$ cat config.mk
export PLATFORM = sky130hd
export DESIGN_NAME = md5_hash_engine
export DESIGN_NICKNAME = d
export VERILOG_FILES = /design/src/hw/rtl/md5_pkg.sv /design/src/hw/rtl/md5_ram.sv /design/src/hw/rtl/md5_ctrl.sv /design/src/hw/rtl/md5_dp.sv /design/src/hw/rtl/md5_hash_engine.sv
export SDC_FILE = /design/constraint.sdc
export NUM_CORES = 2
export LEC_CHECK = 0
export BUFFER_PORTS_ARGS = -buffer_cell sky130_fd_sc_hd__buf_2
export CAP_MARGIN = 20
export CORE_MARGIN = 3
export CORE_UTILIZATION = 65
export DETAILED_ROUTE_END_ITERATION = 6
export HOLD_SLACK_MARGIN = 0.03
export PLACE_DENSITY_LB_ADDON = 0.1
export SYNTH_ARGS = -nofsm -noshare
export SYNTH_HDL_FRONTEND = slang
export SYNTH_SLANG_ARGS = --single-unit
export TNS_END_PERCENT = 10
$ cat constraint.sdc
create_clock -name i_clk -period 12.5 [get_ports i_clk]
set_clock_uncertainty 0.15 [all_clocks]
set_input_delay 1.25 -clock i_clk [delete_from_list [all_inputs] [get_ports i_clk]]
set_output_delay 1.25 -clock i_clk [all_outputs]
set_load 0.1 [all_outputs]
$ cat src/hw/rtl/md5_pkg.sv
package md5_pkg;

    localparam int unsigned ROUNDS      = 64;
    localparam int unsigned BLOCK_WORDS = 16;
    localparam int unsigned LANES       = 4;
    localparam int unsigned WORD_W      = 32;
    localparam int unsigned BYTE_W      = 8;
    localparam int unsigned FILL_W      = 6;
    localparam int unsigned LEN_W       = 64;
    localparam int unsigned IDX_W       = 2;
    // round counter runs two ahead of the round: fetch, add-K, round, then chain add
    localparam int unsigned CNT_W       = 7;
    localparam logic [CNT_W-1:0] CNT_LAST = CNT_W'(ROUNDS + 2);

    localparam logic [IDX_W-1:0]  LAST_IDX = IDX_W'(LANES - 1);
    localparam logic [BYTE_W-1:0] PAD_BYTE = 8'h80;
    localparam logic [FILL_W-1:0] FILL_LEN_START = 6'd56;
    localparam logic [3:0]        LEN_WORD_LO    = 4'd14;

    localparam logic [WORD_W-1:0] IV_A = 32'h67452301;
    localparam logic [WORD_W-1:0] IV_B = 32'hefcdab89;
    localparam logic [WORD_W-1:0] IV_C = 32'h98badcfe;
    localparam logic [WORD_W-1:0] IV_D = 32'h10325476;

    localparam logic [WORD_W-1:0] K_TABLE [ROUNDS] = '{
        32'hd76aa478, 32'he8c7b756, 32'h242070db, 32'hc1bdceee,
        32'hf57c0faf, 32'h4787c62a, 32'ha8304613, 32'hfd469501,
        32'h698098d8, 32'h8b44f7af, 32'hffff5bb1, 32'h895cd7be,
        32'h6b901122, 32'hfd987193, 32'ha679438e, 32'h49b40821,
        32'hf61e2562, 32'hc040b340, 32'h265e5a51, 32'he9b6c7aa,
        32'hd62f105d, 32'h02441453, 32'hd8a1e681, 32'he7d3fbc8,
        32'h21e1cde6, 32'hc33707d6, 32'hf4d50d87, 32'h455a14ed,
        32'ha9e3e905, 32'hfcefa3f8, 32'h676f02d9, 32'h8d2a4c8a,
        32'hfffa3942, 32'h8771f681, 32'h6d9d6122, 32'hfde5380c,
        32'ha4beea44, 32'h4bdecfa9, 32'hf6bb4b60, 32'hbebfbc70,
        32'h289b7ec6, 32'heaa127fa, 32'hd4ef3085, 32'h04881d05,
        32'hd9d4d039, 32'he6db99e5, 32'h1fa27cf8, 32'hc4ac5665,
        32'hf4292244, 32'h432aff97, 32'hab9423a7, 32'hfc93a039,
        32'h655b59c3, 32'h8f0ccc92, 32'hffeff47d, 32'h85845dd1,
        32'h6fa87e4f, 32'hfe2ce6e0, 32'ha3014314, 32'h4e0811a1,
        32'hf7537e82, 32'hbd3af235, 32'h2ad7d2bb, 32'heb86d391
    };

    localparam logic [4:0] ROT_TABLE [16] = '{
        5'd7, 5'd12, 5'd17, 5'd22, 5'd5, 5'd9, 5'd14, 5'd20,
        5'd4, 5'd11, 5'd16, 5'd23, 5'd6, 5'd10, 5'd15, 5'd21
    };

    // what the compression sees beyond the stored bytes
    typedef enum logic [1:0] {
        MODE_FULL,      // plain message block
        MODE_PAD_LEN,   // pad byte, zeros, length
        MODE_PAD_ONLY,  // pad byte and zeros, length follows in another block
        MODE_LEN_ONLY   // zeros and length
    } t_mode;

    typedef struct packed {
        logic             start;
        t_mode            mode;
        logic             wr_byte;
        logic             clear;
        logic [IDX_W-1:0] out_idx;
    } t_ctrl_cmd;

    typedef struct packed {
        logic done;
        logic fill_last;  // next byte completes the block
        logic fill_hi;    // no room left for the length in this block
    } t_dp_stat;

    // message word read in a given round
    function automatic logic [3:0] msg_index(input logic [5:0] r);
        logic [3:0] q;
        logic [3:0] g;
        q = r[3:0];
        case (r[5:4])
            2'd0:    g = q;
            2'd1:    g = 4'(q * 4'd5 + 4'd1);
            2'd2:    g = 4'(q * 4'd3 + 4'd5);
            default: g = 4'(q * 4'd7);
        endcase
        return g;
    endfunction

endpackage

$ cat src/hw/rtl/md5_ram.sv
module md5_ram #(
    parameter int unsigned WIDTH = 8,
    parameter int unsigned DEPTH = 16
) (
    input  logic                     i_clk,
    input  logic                     i_we,
    input  logic [$clog2(DEPTH)-1:0] i_waddr,
    input  logic [WIDTH-1:0]         i_wdata,
    input  logic [$clog2(DEPTH)-1:0] i_raddr,
    output logic [WIDTH-1:0]         o_rdata
);

    logic [WIDTH-1:0] r_mem [DEPTH];
    logic [WIDTH-1:0] r_rdata;

    always_ff @(posedge i_clk) begin
        if (i_we) begin
            r_mem[i_waddr] <= i_wdata;
        end
        r_rdata <= r_mem[i_raddr];
    end

    assign o_rdata = r_rdata;

endmodule

$ cat src/hw/rtl/md5_ctrl.sv
module md5_ctrl (
    input  logic                                i_clk,
    input  logic                                i_rst_n,
    input  logic                                i_in_valid,
    input  logic                                i_has_byte,
    input  logic                                i_eom,
    input  logic                                i_out_ready,
    input  md5_pkg::t_dp_stat                   i_stat,
    output md5_pkg::t_ctrl_cmd                  o_cmd,
    output logic                                o_in_ready,
    output logic                                o_out_valid,
    output logic [md5_pkg::IDX_W-1:0]           o_out_idx
);

    typedef enum logic [1:0] {
        ST_IDLE,
        ST_FIN,
        ST_RUN,
        ST_OUT
    } t_state;

    t_state                    r_state;
    logic                      r_start;
    md5_pkg::t_mode            r_mode;
    logic                      r_eom;
    logic                      r_ovalid;
    logic [md5_pkg::IDX_W-1:0] r_oidx;
    logic                      in_acc;
    logic                      out_acc;

    assign in_acc  = (r_state == ST_IDLE) && i_in_valid;
    assign out_acc = r_ovalid && i_out_ready;

    always_ff @(posedge i_clk) begin
        if (!i_rst_n) begin
            r_state  <= ST_IDLE;
            r_start  <= 1'b0;
            r_mode   <= md5_pkg::MODE_FULL;
            r_eom    <= 1'b0;
            r_ovalid <= 1'b0;
            r_oidx   <= '0;
        end else begin
            r_start <= 1'b0;
            case (r_state)
                ST_IDLE: begin
                    if (in_acc) begin
                        if (i_has_byte && i_stat.fill_last) begin
                            r_start <= 1'b1;
                            r_mode  <= md5_pkg::MODE_FULL;
                            r_eom   <= i_eom;
                            r_state <= ST_RUN;
                        end else if (i_eom) begin
                            r_state <= ST_FIN;
                        end
                    end
                end
                ST_FIN: begin
                    // fill count is settled here, byte of the end request included
                    r_start <= 1'b1;
                    r_mode  <= i_stat.fill_hi ? md5_pkg::MODE_PAD_ONLY
                                              : md5_pkg::MODE_PAD_LEN;
                    r_state <= ST_RUN;
                end
                ST_RUN: begin
                    if (i_stat.done) begin
                        case (r_mode)
                            md5_pkg::MODE_FULL: begin
                                r_state <= r_eom ? ST_FIN : ST_IDLE;
                            end
                            md5_pkg::MODE_PAD_ONLY: begin
                                r_start <= 1'b1;
                                r_mode  <= md5_pkg::MODE_LEN_ONLY;
                            end
                            default: begin
                                r_state  <= ST_OUT;
                                r_ovalid <= 1'b1;
                                r_oidx   <= '0;
                            end
                        endcase
                    end
                end
                ST_OUT: begin
                    if (out_acc) begin
                        if (r_oidx == md5_pkg::LAST_IDX) begin
                            r_ovalid <= 1'b0;
                            r_state  <= ST_IDLE;
                        end else begin
                            r_oidx <= r_oidx + 1'b1;
                        end
                    end
                end
                default: begin
                    r_state <= ST_IDLE;
                end
            endcase
        end
    end

    always_comb begin
        o_cmd.start   = r_start;
        o_cmd.mode    = r_mode;
        o_cmd.wr_byte = in_acc && i_has_byte;
        o_cmd.clear   = out_acc && (r_oidx == md5_pkg::LAST_IDX);
        o_cmd.out_idx = r_oidx;
    end

    assign o_in_ready  = (r_state == ST_IDLE);
    assign o_out_valid = r_ovalid;
    assign o_out_idx   = r_oidx;

endmodule

$ cat src/hw/rtl/md5_dp.sv
module md5_dp (
    input  logic                               i_clk,
    input  logic                               i_rst_n,
    input  md5_pkg::t_ctrl_cmd                 i_cmd,
    input  logic [md5_pkg::BYTE_W-1:0]         i_byte,
    output md5_pkg::t_dp_stat                  o_stat,
    output logic [md5_pkg::WORD_W-1:0]         o_digest
);

    localparam int unsigned W  = md5_pkg::WORD_W;
    localparam int unsigned BW = md5_pkg::BYTE_W;

    logic [W-1:0]                r_chain [md5_pkg::LANES];
    logic [W-1:0]                r_wa, r_wb, r_wc, r_wd;
    logic [W-1:0]                r_mk;
    logic [md5_pkg::CNT_W-1:0]   r_cnt;
    logic                        r_busy;
    logic                        r_done;
    md5_pkg::t_mode              r_mode;
    logic [3:0]                  r_gd;
    logic [md5_pkg::FILL_W-1:0]  r_fill;
    logic [md5_pkg::LEN_W-1:0]   r_bitlen;

    logic [3:0]                  rd_addr;
    logic [W-1:0]                rd_word;
    logic [W-1:0]                msg_word;
    logic [W-1:0]                len_word;
    logic [md5_pkg::FILL_W:0]    lim;
    logic                        pad_en;
    logic                        len_en;
    logic [5:0]                  mk_idx;
    logic [5:0]                  rnd;
    logic [W-1:0]                f_val;
    logic [W-1:0]                sum;
    logic [2*W-1:0]              dbl;
    logic                        mk_phase;
    logic                        rnd_phase;

    // four byte lanes, one word address: a whole message word per read
    for (genvar l = 0; l < md5_pkg::LANES; l++) begin : g_lane
        md5_ram #(
            .WIDTH(BW),
            .DEPTH(md5_pkg::BLOCK_WORDS)
        ) u_ram (
            .i_clk  (i_clk),
            .i_we   (i_cmd.wr_byte && (r_fill[1:0] == 2'(l))),
            .i_waddr(r_fill[md5_pkg::FILL_W-1:2]),
            .i_wdata(i_byte),
            .i_raddr(rd_addr),
            .o_rdata(rd_word[l*BW +: BW])
        );
    end

    assign rd_addr = md5_pkg::msg_index(r_cnt[5:0]);

    // padding and length are laid over the stored bytes as they are read
    always_comb begin
        logic [md5_pkg::FILL_W:0] pos;
        case (r_mode)
            md5_pkg::MODE_FULL:     lim = 7'd64;
            md5_pkg::MODE_LEN_ONLY: lim = '0;
            default:                lim = {1'b0, r_fill};
        endcase
        pad_en   = (r_mode == md5_pkg::MODE_PAD_LEN) || (r_mode == md5_pkg::MODE_PAD_ONLY);
        len_en   = (r_mode == md5_pkg::MODE_PAD_LEN) || (r_mode == md5_pkg::MODE_LEN_ONLY);
        len_word = r_gd[0] ? r_bitlen[63:32] : r_bitlen[31:0];
        for (int l = 0; l < md5_pkg::LANES; l++) begin
            pos = {1'b0, r_gd, 2'(l)};
            if (pos < lim) begin
                msg_word[l*BW +: BW] = rd_word[l*BW +: BW];
            end else if (pad_en && (pos == lim)) begin
                msg_word[l*BW +: BW] = md5_pkg::PAD_BYTE;
            end else if (len_en && (r_gd >= md5_pkg::LEN_WORD_LO)) begin
                msg_word[l*BW +: BW] = len_word[l*BW +: BW];
            end else begin
                msg_word[l*BW +: BW] = '0;
            end
        end
    end

    assign mk_idx    = 6'(r_cnt - 1'b1);
    assign rnd       = 6'(r_cnt - 2'd2);
    assign mk_phase  = (r_cnt >= 7'd1) && (r_cnt <= 7'(md5_pkg::ROUNDS));
    assign rnd_phase = (r_cnt >= 7'd2) && (r_cnt <= 7'(md5_pkg::ROUNDS + 1));

    always_comb begin
        case (rnd[5:4])
            2'd0:    f_val = (r_wb & r_wc) | (~r_wb & r_wd);
            2'd1:    f_val = (r_wd & r_wb) | (~r_wd & r_wc);
            2'd2:    f_val = r_wb ^ r_wc ^ r_wd;
            default: f_val = r_wc ^ (r_wb | ~r_wd);
        endcase
        sum = f_val + r_wa + r_mk;
        dbl = {sum, sum} << md5_pkg::ROT_TABLE[{rnd[5:4], rnd[1:0]}];
    end

    always_ff @(posedge i_clk) begin
        if (!i_rst_n) begin
            r_busy     <= 1'b0;
            r_done     <= 1'b0;
            r_cnt      <= '0;
            r_mode     <= md5_pkg::MODE_FULL;
            r_fill     <= '0;
            r_bitlen   <= '0;
            r_chain[0] <= md5_pkg::IV_A;
            r_chain[1] <= md5_pkg::IV_B;
            r_chain[2] <= md5_pkg::IV_C;
            r_chain[3] <= md5_pkg::IV_D;
        end else begin
            r_done <= 1'b0;
            if (i_cmd.wr_byte) begin
                r_fill   <= r_fill + 1'b1;
                r_bitlen <= r_bitlen + 64'd8;
            end
            if (i_cmd.clear) begin
                r_fill     <= '0;
                r_bitlen   <= '0;
                r_chain[0] <= md5_pkg::IV_A;
                r_chain[1] <= md5_pkg::IV_B;
                r_chain[2] <= md5_pkg::IV_C;
                r_chain[3] <= md5_pkg::IV_D;
            end
            if (i_cmd.start) begin
                r_busy <= 1'b1;
                r_cnt  <= '0;
                r_mode <= i_cmd.mode;
                r_wa   <= r_chain[0];
                r_wb   <= r_chain[1];
                r_wc   <= r_chain[2];
                r_wd   <= r_chain[3];
            end else if (r_busy) begin
                r_cnt <= r_cnt + 1'b1;
                r_gd  <= rd_addr;
                if (mk_phase) begin
                    r_mk <= msg_word + md5_pkg::K_TABLE[mk_idx];
                end
                if (rnd_phase) begin
                    r_wa <= r_wd;
                    r_wd <= r_wc;
                    r_wc <= r_wb;
                    r_wb <= r_wb + dbl[2*W-1:W];
                end
                if (r_cnt == md5_pkg::CNT_LAST) begin
                    r_chain[0] <= r_chain[0] + r_wa;
                    r_chain[1] <= r_chain[1] + r_wb;
                    r_chain[2] <= r_chain[2] + r_wc;
                    r_chain[3] <= r_chain[3] + r_wd;
                    r_busy     <= 1'b0;
                    r_done     <= 1'b1;
                end
            end
        end
    end

    always_comb begin
        o_stat.done      = r_done;
        o_stat.fill_last = (r_fill == '1);
        o_stat.fill_hi   = (r_fill >= md5_pkg::FILL_LEN_START);
    end

    assign o_digest = r_chain[i_cmd.out_idx];

endmodule

$ cat src/hw/rtl/md5_hash_engine.sv
// MD5 digest engine fed one message byte per request. A byte request (tuser set)
// is taken while the engine is idle; the 64th byte of a block starts the
// compression, one round per cycle through a shared round unit, and tready
// stays low until that compression is done. A request with tlast set finishes
// the message: padding and the bit length are laid over the block buffer as it is
// read. The first digest word is valid once the padded block is compressed, after
// a second compression when 56 or more bytes sit in the last block; if the end
// request's byte also completes a block, that block's compression comes first.
// The digest then leaves as four 32-bit words A, B, C, D (tuser gives the index,
// tlast marks D), byte 0 of each in the low bits, one per cycle while tready is
// high, after which the engine returns to the initial vector for the next message.
module md5_hash_engine (
    input  logic        i_clk,
    input  logic        i_rst_n,
    input  logic        i_s_tvalid,
    output logic        o_s_tready,
    input  logic [7:0]  i_s_tdata,   // [7:0] data_byte
    input  logic        i_s_tuser,   // [0] has_byte
    input  logic        i_s_tlast,   // end_of_message
    output logic        o_m_tvalid,
    input  logic        i_m_tready,
    output logic [31:0] o_m_tdata,   // [31:0] digest_word
    output logic [1:0]  o_m_tuser,   // [1:0] word_index
    output logic        o_m_tlast    // last_word
);

    md5_pkg::t_ctrl_cmd        cmd;
    md5_pkg::t_dp_stat         stat;
    logic [md5_pkg::IDX_W-1:0] out_idx;

    md5_ctrl u_ctrl (
        .i_clk      (i_clk),
        .i_rst_n    (i_rst_n),
        .i_in_valid (i_s_tvalid),
        .i_has_byte (i_s_tuser),
        .i_eom      (i_s_tlast),
        .i_out_ready(i_m_tready),
        .i_stat     (stat),
        .o_cmd      (cmd),
        .o_in_ready (o_s_tready),
        .o_out_valid(o_m_tvalid),
        .o_out_idx  (out_idx)
    );

    md5_dp u_dp (
        .i_clk   (i_clk),
        .i_rst_n (i_rst_n),
        .i_cmd   (cmd),
        .i_byte  (i_s_tdata),
        .o_stat  (stat),
        .o_digest(o_m_tdata)
    );

    assign o_m_tuser = out_idx;
    assign o_m_tlast = (out_idx == md5_pkg::LAST_IDX);

endmodule

Word level (Yosys, flattened, before mapping)
Memories as Yosys holds them, arrays and structs flattened. A register that Yosys moved wholly into a read port is not among the register bits.
Cells that the tools add are included.
{"block": "totals", "register_bits": 254, "ramBits": 640, "mem_bits_ro": 2128, "input_bits": 14, "elab_cells": 243, "mem_count": 7}
{"name": "(no name shown)", "depth": 64, "width": 32, "rd": 1, "rd_clocked_by_memory_dff": 0, "write_ports": 0, "line": "md5_dp.sv:135", "source": "r_mk <= msg_word + md5_pkg::K_TABLE[mk_idx];"}
{"name": "u_dp.g_lane[0].u_ram.r_mem", "depth": 16, "width": 8, "rd": 1, "rd_clocked_by_memory_dff": 1, "write_ports": 1, "line": "md5_ram.sv:13", "source": "logic [WIDTH-1:0] r_mem [DEPTH];"}
{"name": "u_dp.g_lane[1].u_ram.r_mem", "depth": 16, "width": 8, "rd": 1, "rd_clocked_by_memory_dff": 1, "write_ports": 1, "line": "md5_ram.sv:13"}
{"name": "u_dp.g_lane[2].u_ram.r_mem", "depth": 16, "width": 8, "rd": 1, "rd_clocked_by_memory_dff": 1, "write_ports": 1, "line": "md5_ram.sv:13"}
{"name": "u_dp.g_lane[3].u_ram.r_mem", "depth": 16, "width": 8, "rd": 1, "rd_clocked_by_memory_dff": 1, "write_ports": 1, "line": "md5_ram.sv:13"}
{"name": "u_dp.r_chain", "depth": 4, "width": 32, "rd": 5, "rd_clocked_by_memory_dff": 1, "write_ports": 4, "line": "md5_dp.sv:13", "source": "logic [W-1:0] r_chain [md5_pkg::LANES];"}
{"name": "+1 memories"}
{"block": "op_classes", "n_addsub": 16, "n_mul": 3, "order_cmp": 12, "eq_ne": 31, "n_shift": 1, "mux": 92, "bitwise": 24, "n_reduce_logical": 39}
{"operator": "$mux 32", "count": 23}
{"operator": "$add 32x32->32", "count": 8}
{"operator": "$and 32x32->32", "count": 4}
{"operator": "$mux 8", "count": 12}
{"operator": "$or 32x32->32", "count": 3}
{"operator": "$pmux 32 s3", "count": 1}
{"operator": "$xor 32x32->32", "count": 3}
{"operator": "$add 64x4->64 const B", "count": 1}
{"operator": "$not 32->32", "count": 2}
{"operator": "$shl 64x5->64", "count": 1}
{"operator": "$mux 2", "count": 17}
{"operator": "$mux 1", "count": 29}
{"operator": "$eq 6x7->1", "count": 4}
{"operator": "$lt 6x7->1", "count": 4}
{"operator": "$eq 2x2->1 const B", "count": 10}
{"operator": "$logic_and 1x1->1", "count": 16}
{"operator": "$reduce_and 5->1", "count": 3}
{"operator": "$le 7x7->1 const B", "count": 2}
{"operator": "$pmux 7 s2", "count": 1}
{"operator": "$logic_not 2->1", "count": 6}
{"operator": "$pmux 4 s3", "count": 1}
{"operator": "$eq 2x1->1 const B", "count": 5}
{"operator": "$mux 5", "count": 2}
{"operator": "$ne 2x1->1 const B", "count": 5}
{"operator": "other kinds (35)", "count": 55}

Depth between registers and ports, before layout
{"block": "depth", "word_depth": 11, "depth_mapped": 44, "mapped_depth_nobuf": 41}

Cells and area by module
A second synthesis with hierarchy kept.
{"block": "unflattened", "cells_unflattened": 4951, "area_unflattened_um2": 55472.0}
{"mod": "md5_dp", "instances": 1, "cells_per_inst": 3955, "area_each_um2": 34181.5, "seq_area_each_um2": 10009.6}
{"mod": "md5_ram", "instances": 4, "cells_per_inst": 229, "area_each_um2": 5147.4, "seq_area_each_um2": 4003.8}
{"mod": "md5_ctrl", "instances": 1, "cells_per_inst": 79, "area_each_um2": 694.4, "seq_area_each_um2": 180.2}
{"mod": "md5_hash_engine", "instances": 1, "cells_per_inst": 1, "area_each_um2": 6.3, "seq_area_each_um2": 0.0}

Least setup slack after synthesis
Ideal clock, no wire load.
{"block": "synth_timing", "kind": "register to register", "start": "reg u_dp.r_cnt[2] in the netlist's numbering", "end": "reg u_dp.r_wb[28], data pin", "setup_ps": 267, "arrival_ps": 9692, "required_time_ps": 12083, "slack_ps": 2391, "path_stages_with_launch": 44, "synth_period_minus_slack_ps": 10109, "path_cell_list": "dfxtp_1 > clkbuf_1 > clkinv_1 > ha_1 > a21boi_4 > xnor2_2 > clkbuf_1 > clkbuf_1 > buf_1 > nand3_1 > a22oi_1 > o31ai_1 > fa_1 > inv_1 > ha_1 > fa_1 > a21oi_1 > o21ai_1 > (+8 left out) > mux2i_1 > mux2_2 > o21ai_0 > ha_1 > fa_1 > a21o_1 > a21oi_1 > o21bai_1 > a21oi_1 > o21bai_1 > a221o_1 > o41a_1 > a21oi_1 > o21bai_1 > or2_2 > a21oi_1 > xor2_1 > o21ai_0"}
{"block": "synth_between", "elab_chain_len": 10, "elab_cells_between_ends": 16, "classes_between": "4 x add/sub; 2 x eq/ne; 1 x shift; 6 x mux; 1 x bitwise; 1 x reduce/logical; 1 x memory"}
{"element": "from (decl)", "line": "md5_dp.sv:16", "source": "logic [md5_pkg::CNT_W-1:0] r_cnt;"}
{"element": "from (signal assigned)", "line": "md5_dp.sv:132", "source": "r_cnt <= r_cnt + 1'b1;"}
{"element": "$sub 6x2->6 (*)", "line": "md5_dp.sv:82", "source": "assign rnd = 6'(r_cnt - 2'd2);"}
{"element": "$eq 2x2->1 (tied with other cells)", "line": "md5_dp.sv:87", "source": "case (rnd[5:4])"}
{"element": "$pmux 32 s3 or $mem_v2 16x5 (tied branches)"}
{"element": "$add 32x32->32 or $mux 5 (tied branches) (2 in series)", "line": "md5_dp.sv:93, md5_dp.sv:94"}
{"element": "$shl 64x5->64 (*)", "line": "md5_dp.sv:94", "source": "dbl = {sum, sum} << md5_pkg::ROT_TABLE[{rnd[5:4], rnd[1:0]}];"}
{"element": "$add 32x32->32 (*)", "line": "md5_dp.sv:141", "source": "r_wb <= r_wb + dbl[2*W-1:W];"}
{"element": "$mux 32 (*)", "line": "md5_dp.sv:137", "source": "if (rnd_phase) begin"}
{"element": "$mux 32 (*)", "line": "md5_dp.sv:131", "source": "end else if (r_busy) begin"}
{"element": "$mux 32 (*)", "line": "md5_dp.sv:123", "source": "if (i_cmd.start) begin"}
{"element": "to (signal assigned)", "line": "md5_dp.sv:128", "source": "r_wb <= r_chain[1];"}
{"element": "to (signal assigned)", "line": "md5_dp.sv:141"}
{"element": "to (decl)", "line": "md5_dp.sv:14", "source": "logic [W-1:0] r_wa, r_wb, r_wc, r_wd;"}
Mark *: on every way between the ends. The rest lies on a longest branch, timed or not. The select of a mux whose other input is x is not followed.
A chain may end at the register's enable or synchronous reset.

Worst setup path after layout
Same ends and word-level chain as after synthesis.

==> results.tsv <==
metric	value	unit
syn_area_per_cell	11.2	um^2
first_global_vias	39000	
power	12.1	mW
timing.rr.end	u_dp.r_wb[28]	
worst-path-stages	40	
grt_pass1_wl	248000	um
initial_core_util	66.2	%
grt_max_degree	74	
status	finished clean	
drtIter0Drc	6656	
syn-cell-area	0.0549	mm^2
worst_slack	1.63	ns
ys_types	94	
drt-total-wl	169000	um
clockBufferDepth	3	
async_reset_ff_share	0	%
antenna_found_initial	7	
worst-r2r-setup-slack	1.63	ns
syn-instance-count	4916	
final.fill_count	5686	
dr.pass1.iters	7	
ctsHoldBuffers	0	
vias	41900	
cts_setup_buffers	0	
synth.ff_latch_count	925	
finalCriticalPeriod	10.87	ns
io_pins	51	
power_density	203	mW/mm^2
multiInputGateArea	0.0270	mm^2
clock-sinks	925	
dp_slack	1.57	ns
use_met3	8.95	%
cp_top_family	compound AO/OA/AOI/OAI gates	
worstRegToRegCells	40	
hp-class	flip-flop to flip-flop	
drtAntennaViolNets	0	
cp-start-kind	flip-flop	
met2_usage	55.7	%
cts_buffers	93	
crit_required	12.74	ns
clk_latency	0.70	ns
r2r_start	u_dp.r_cnt[2]	
finalSetupTns	0	ns
max_slew_margin	24.3	%
regArea	0.0263	mm^2
synthToLayoutAreaGrowth	8.92	%
grtUsageMet1	55.0	%
rows	105	
place.gp.congestion	0.991	
dieWidth	297	um
portBuffers	50	
crit_arrival	11.11	ns
die_h	297	um
cts_tree	built	
ctsResizeCount	0	
drv_slew	0	
path_max_fanout	22	
layout_commonest_cell	edfxtp_1	
tightest_slew	1.14	ns
worstSetupEndpointType	flip-flop	
root_buffer	clkbuf_16	
crit_type	flip-flop to flip-flop	
max_freq	0.0920	GHz
setup_viol	0	
slowest_stage	dfxtp_1	
final_cell_mix	772 x edfxtp_1, 450 x nand2_1, 406 x nor2_1, 371 x o21ai_0, 293 x a21oi_1	
h-tree-depth	3	
nNetsFinal	5212	
yosysWarningCount	0	
synth_edf_count	772	
final_layout_size_suffix_gt1_share	12.8	%
path_buf_inv	4	
syn_nets	5234	
hpwlAfterDp	111000	um
gr-total-overflow	0	
leakage	21.6	nW
ys_seq_area_share	47.8	%
drc	0	
cap_violations	0	
core	0.0829	mm^2
crit_start	u_dp.r_cnt[2]	
grt_busiest_layer	met2	
grt_use_total	37.6	%
rsz0062_at_grt	no	
crit_path_frequent_cell	a21oi_1	
crit_path_end	u_dp.r_wb[28]	
finalHoldViolations	0	
ys.flop_type	edfxtp_1	
worst_path_largest_cell_delay	0.69	ns
wl_per_cell	27.7	um
fin_crit_sh	87.0	%
vias_per_cell	6.88	
ir_worst_vdd	0.210	mV
path_clk_slew	0.06	ns
die_area	0.0880	mm^2
## per-layer routing
layer	share of wire [%]	wire length, um
met5	0.041	70
met4	3.9	6580
met3	12	20400
met2	44	74900
met1	40	66800
## cell families after synthesis
family | after synthesis | synth area share (%)
XOR/XNOR | 314 | 5.07
adder cells (fa/ha/maj) | 304 | 7.51
multiplexers | 416 | 12.4
AND/OR/NAND/NOR | 1319 | 10.9
buffers and inverters | 475 | 3.31
AO/OA/AOI/OAI | 1163 | 13.1
flip-flops | 925 | 47.8
## worst min path at each step
stage,from,to,slack [ns],depth (start not counted)
4_1_cts,u_dp.r_bitlen[30],u_dp.r_bitlen[30],0.35,2
3_3_place_gp,u_dp.r_bitlen[8],u_dp.r_bitlen[8],0.33,2
3_5_place_dp,u_dp.r_bitlen[30],u_dp.r_bitlen[30],0.34,2
2_1_floorplan,u_dp.r_chain[2][31],u_dp.r_chain[2][31],0.30,1
6_report,u_dp.r_bitlen[30],u_dp.r_bitlen[30],0.35,2
5_1_grt,u_dp.r_bitlen[36],u_dp.r_bitlen[36],0.37,2
## worst register-to-register path: cells and delay by family, from the launching register on
kind / cells / cell delay (ns)
compound gates: 22 / 4.86
xor+xnor: 2 / 0.65
buf+inv: 4 / 0.92
fa+ha+maj: 5 / 1.80
simple gates: 5 / 1.09
mux: 2 / 0.43
flops: 1 / 0.69
## power by group
group / leakage (nW) / internal [mW] / switching (mW) / total, mW
Clock: 1.58 / 1.76 / 1.30 / 3.06
Combinational: 11.9 / 2.07 / 3.24 / 5.30
Sequential: 8.17 / 3.63 / 0.139 / 3.77
Total: 21.6 / 7.45 / 4.68 / 12.1
## cell usage after synthesis, types with 84 or more instances
master | number | area, um^2
a21o_1 | 84 | 631
a21oi_1 | 293 | 1470
clkbuf_1 | 178 | 668
dfxtp_1 | 153 | 3060
edfxtp_1 | 772 | 23200
ha_1 | 261 | 3270
inv_1 | 230 | 863
mux2_2 | 112 | 1260
mux2i_1 | 104 | 1040
mux4_2 | 198 | 4460
nand2_1 | 451 | 1690
nand3_1 | 91 | 455
nor2_1 | 408 | 1530
nor3_1 | 96 | 480
o21ai_0 | 372 | 1860
xnor2_1 | 154 | 1350
xor2_1 | 156 | 1370
## per-stage QoR
step / hold WS, ns / area [um^2] / std cells / util (%)
after floorplan: 0.303 / 54900 / 4916 / -
after global placement: 0.327 / 56300 / 5911 / 67.9
after detailed placement: 0.341 / 56300 / 5911 / 67.9
after CTS: 0.351 / 59600 / 6086 / 71.9
after global routing: 0.368 / 59800 / 6097 / 72.1
final: 0.350 / 59800 / 6098 / 72.2
## state kept, by name (all words and copies together), names as in the netlist, named ones only
name                       count
u_dp.g_lane.u_ram.r_mem      512
u_dp.r_chain                 128
u_dp.r_bitlen                 61
u_dp.g_lane.u_ram.o_rdata     32
u_dp.r_mk                     32
u_dp.r_wa                     32
u_dp.r_wb                     32
u_dp.r_wc                     32
u_dp.r_wd                     32
u_dp.r_cnt                     7
u_dp.r_fill                    6
u_dp.r_gd                      4
u_ctrl.o_out_idx               2
u_ctrl.r_mode                  2
u_ctrl.r_state                 2
u_dp.r_mode                    2
u_ctrl.o_out_valid             1
u_ctrl.r_eom                   1
u_ctrl.r_start                 1
u_dp.r_busy                    1
u_dp.r_done                    1
## final cells by class
cell class / instances / share of cell area [%]
Multi-Input combinational cell: 3516 / 45.2
Sequential cell: 925 / 43.9
Clock buffer: 126 / 4.25
Tap cell: 1123 / 2.35
Timing Repair Buffer: 123 / 1.59
Inverter: 235 / 1.47
Clock inverter: 49 / 1.28
Antenna cell: 1 / 0.00418
No activity file was read; power rests on OpenSTA's default activity.
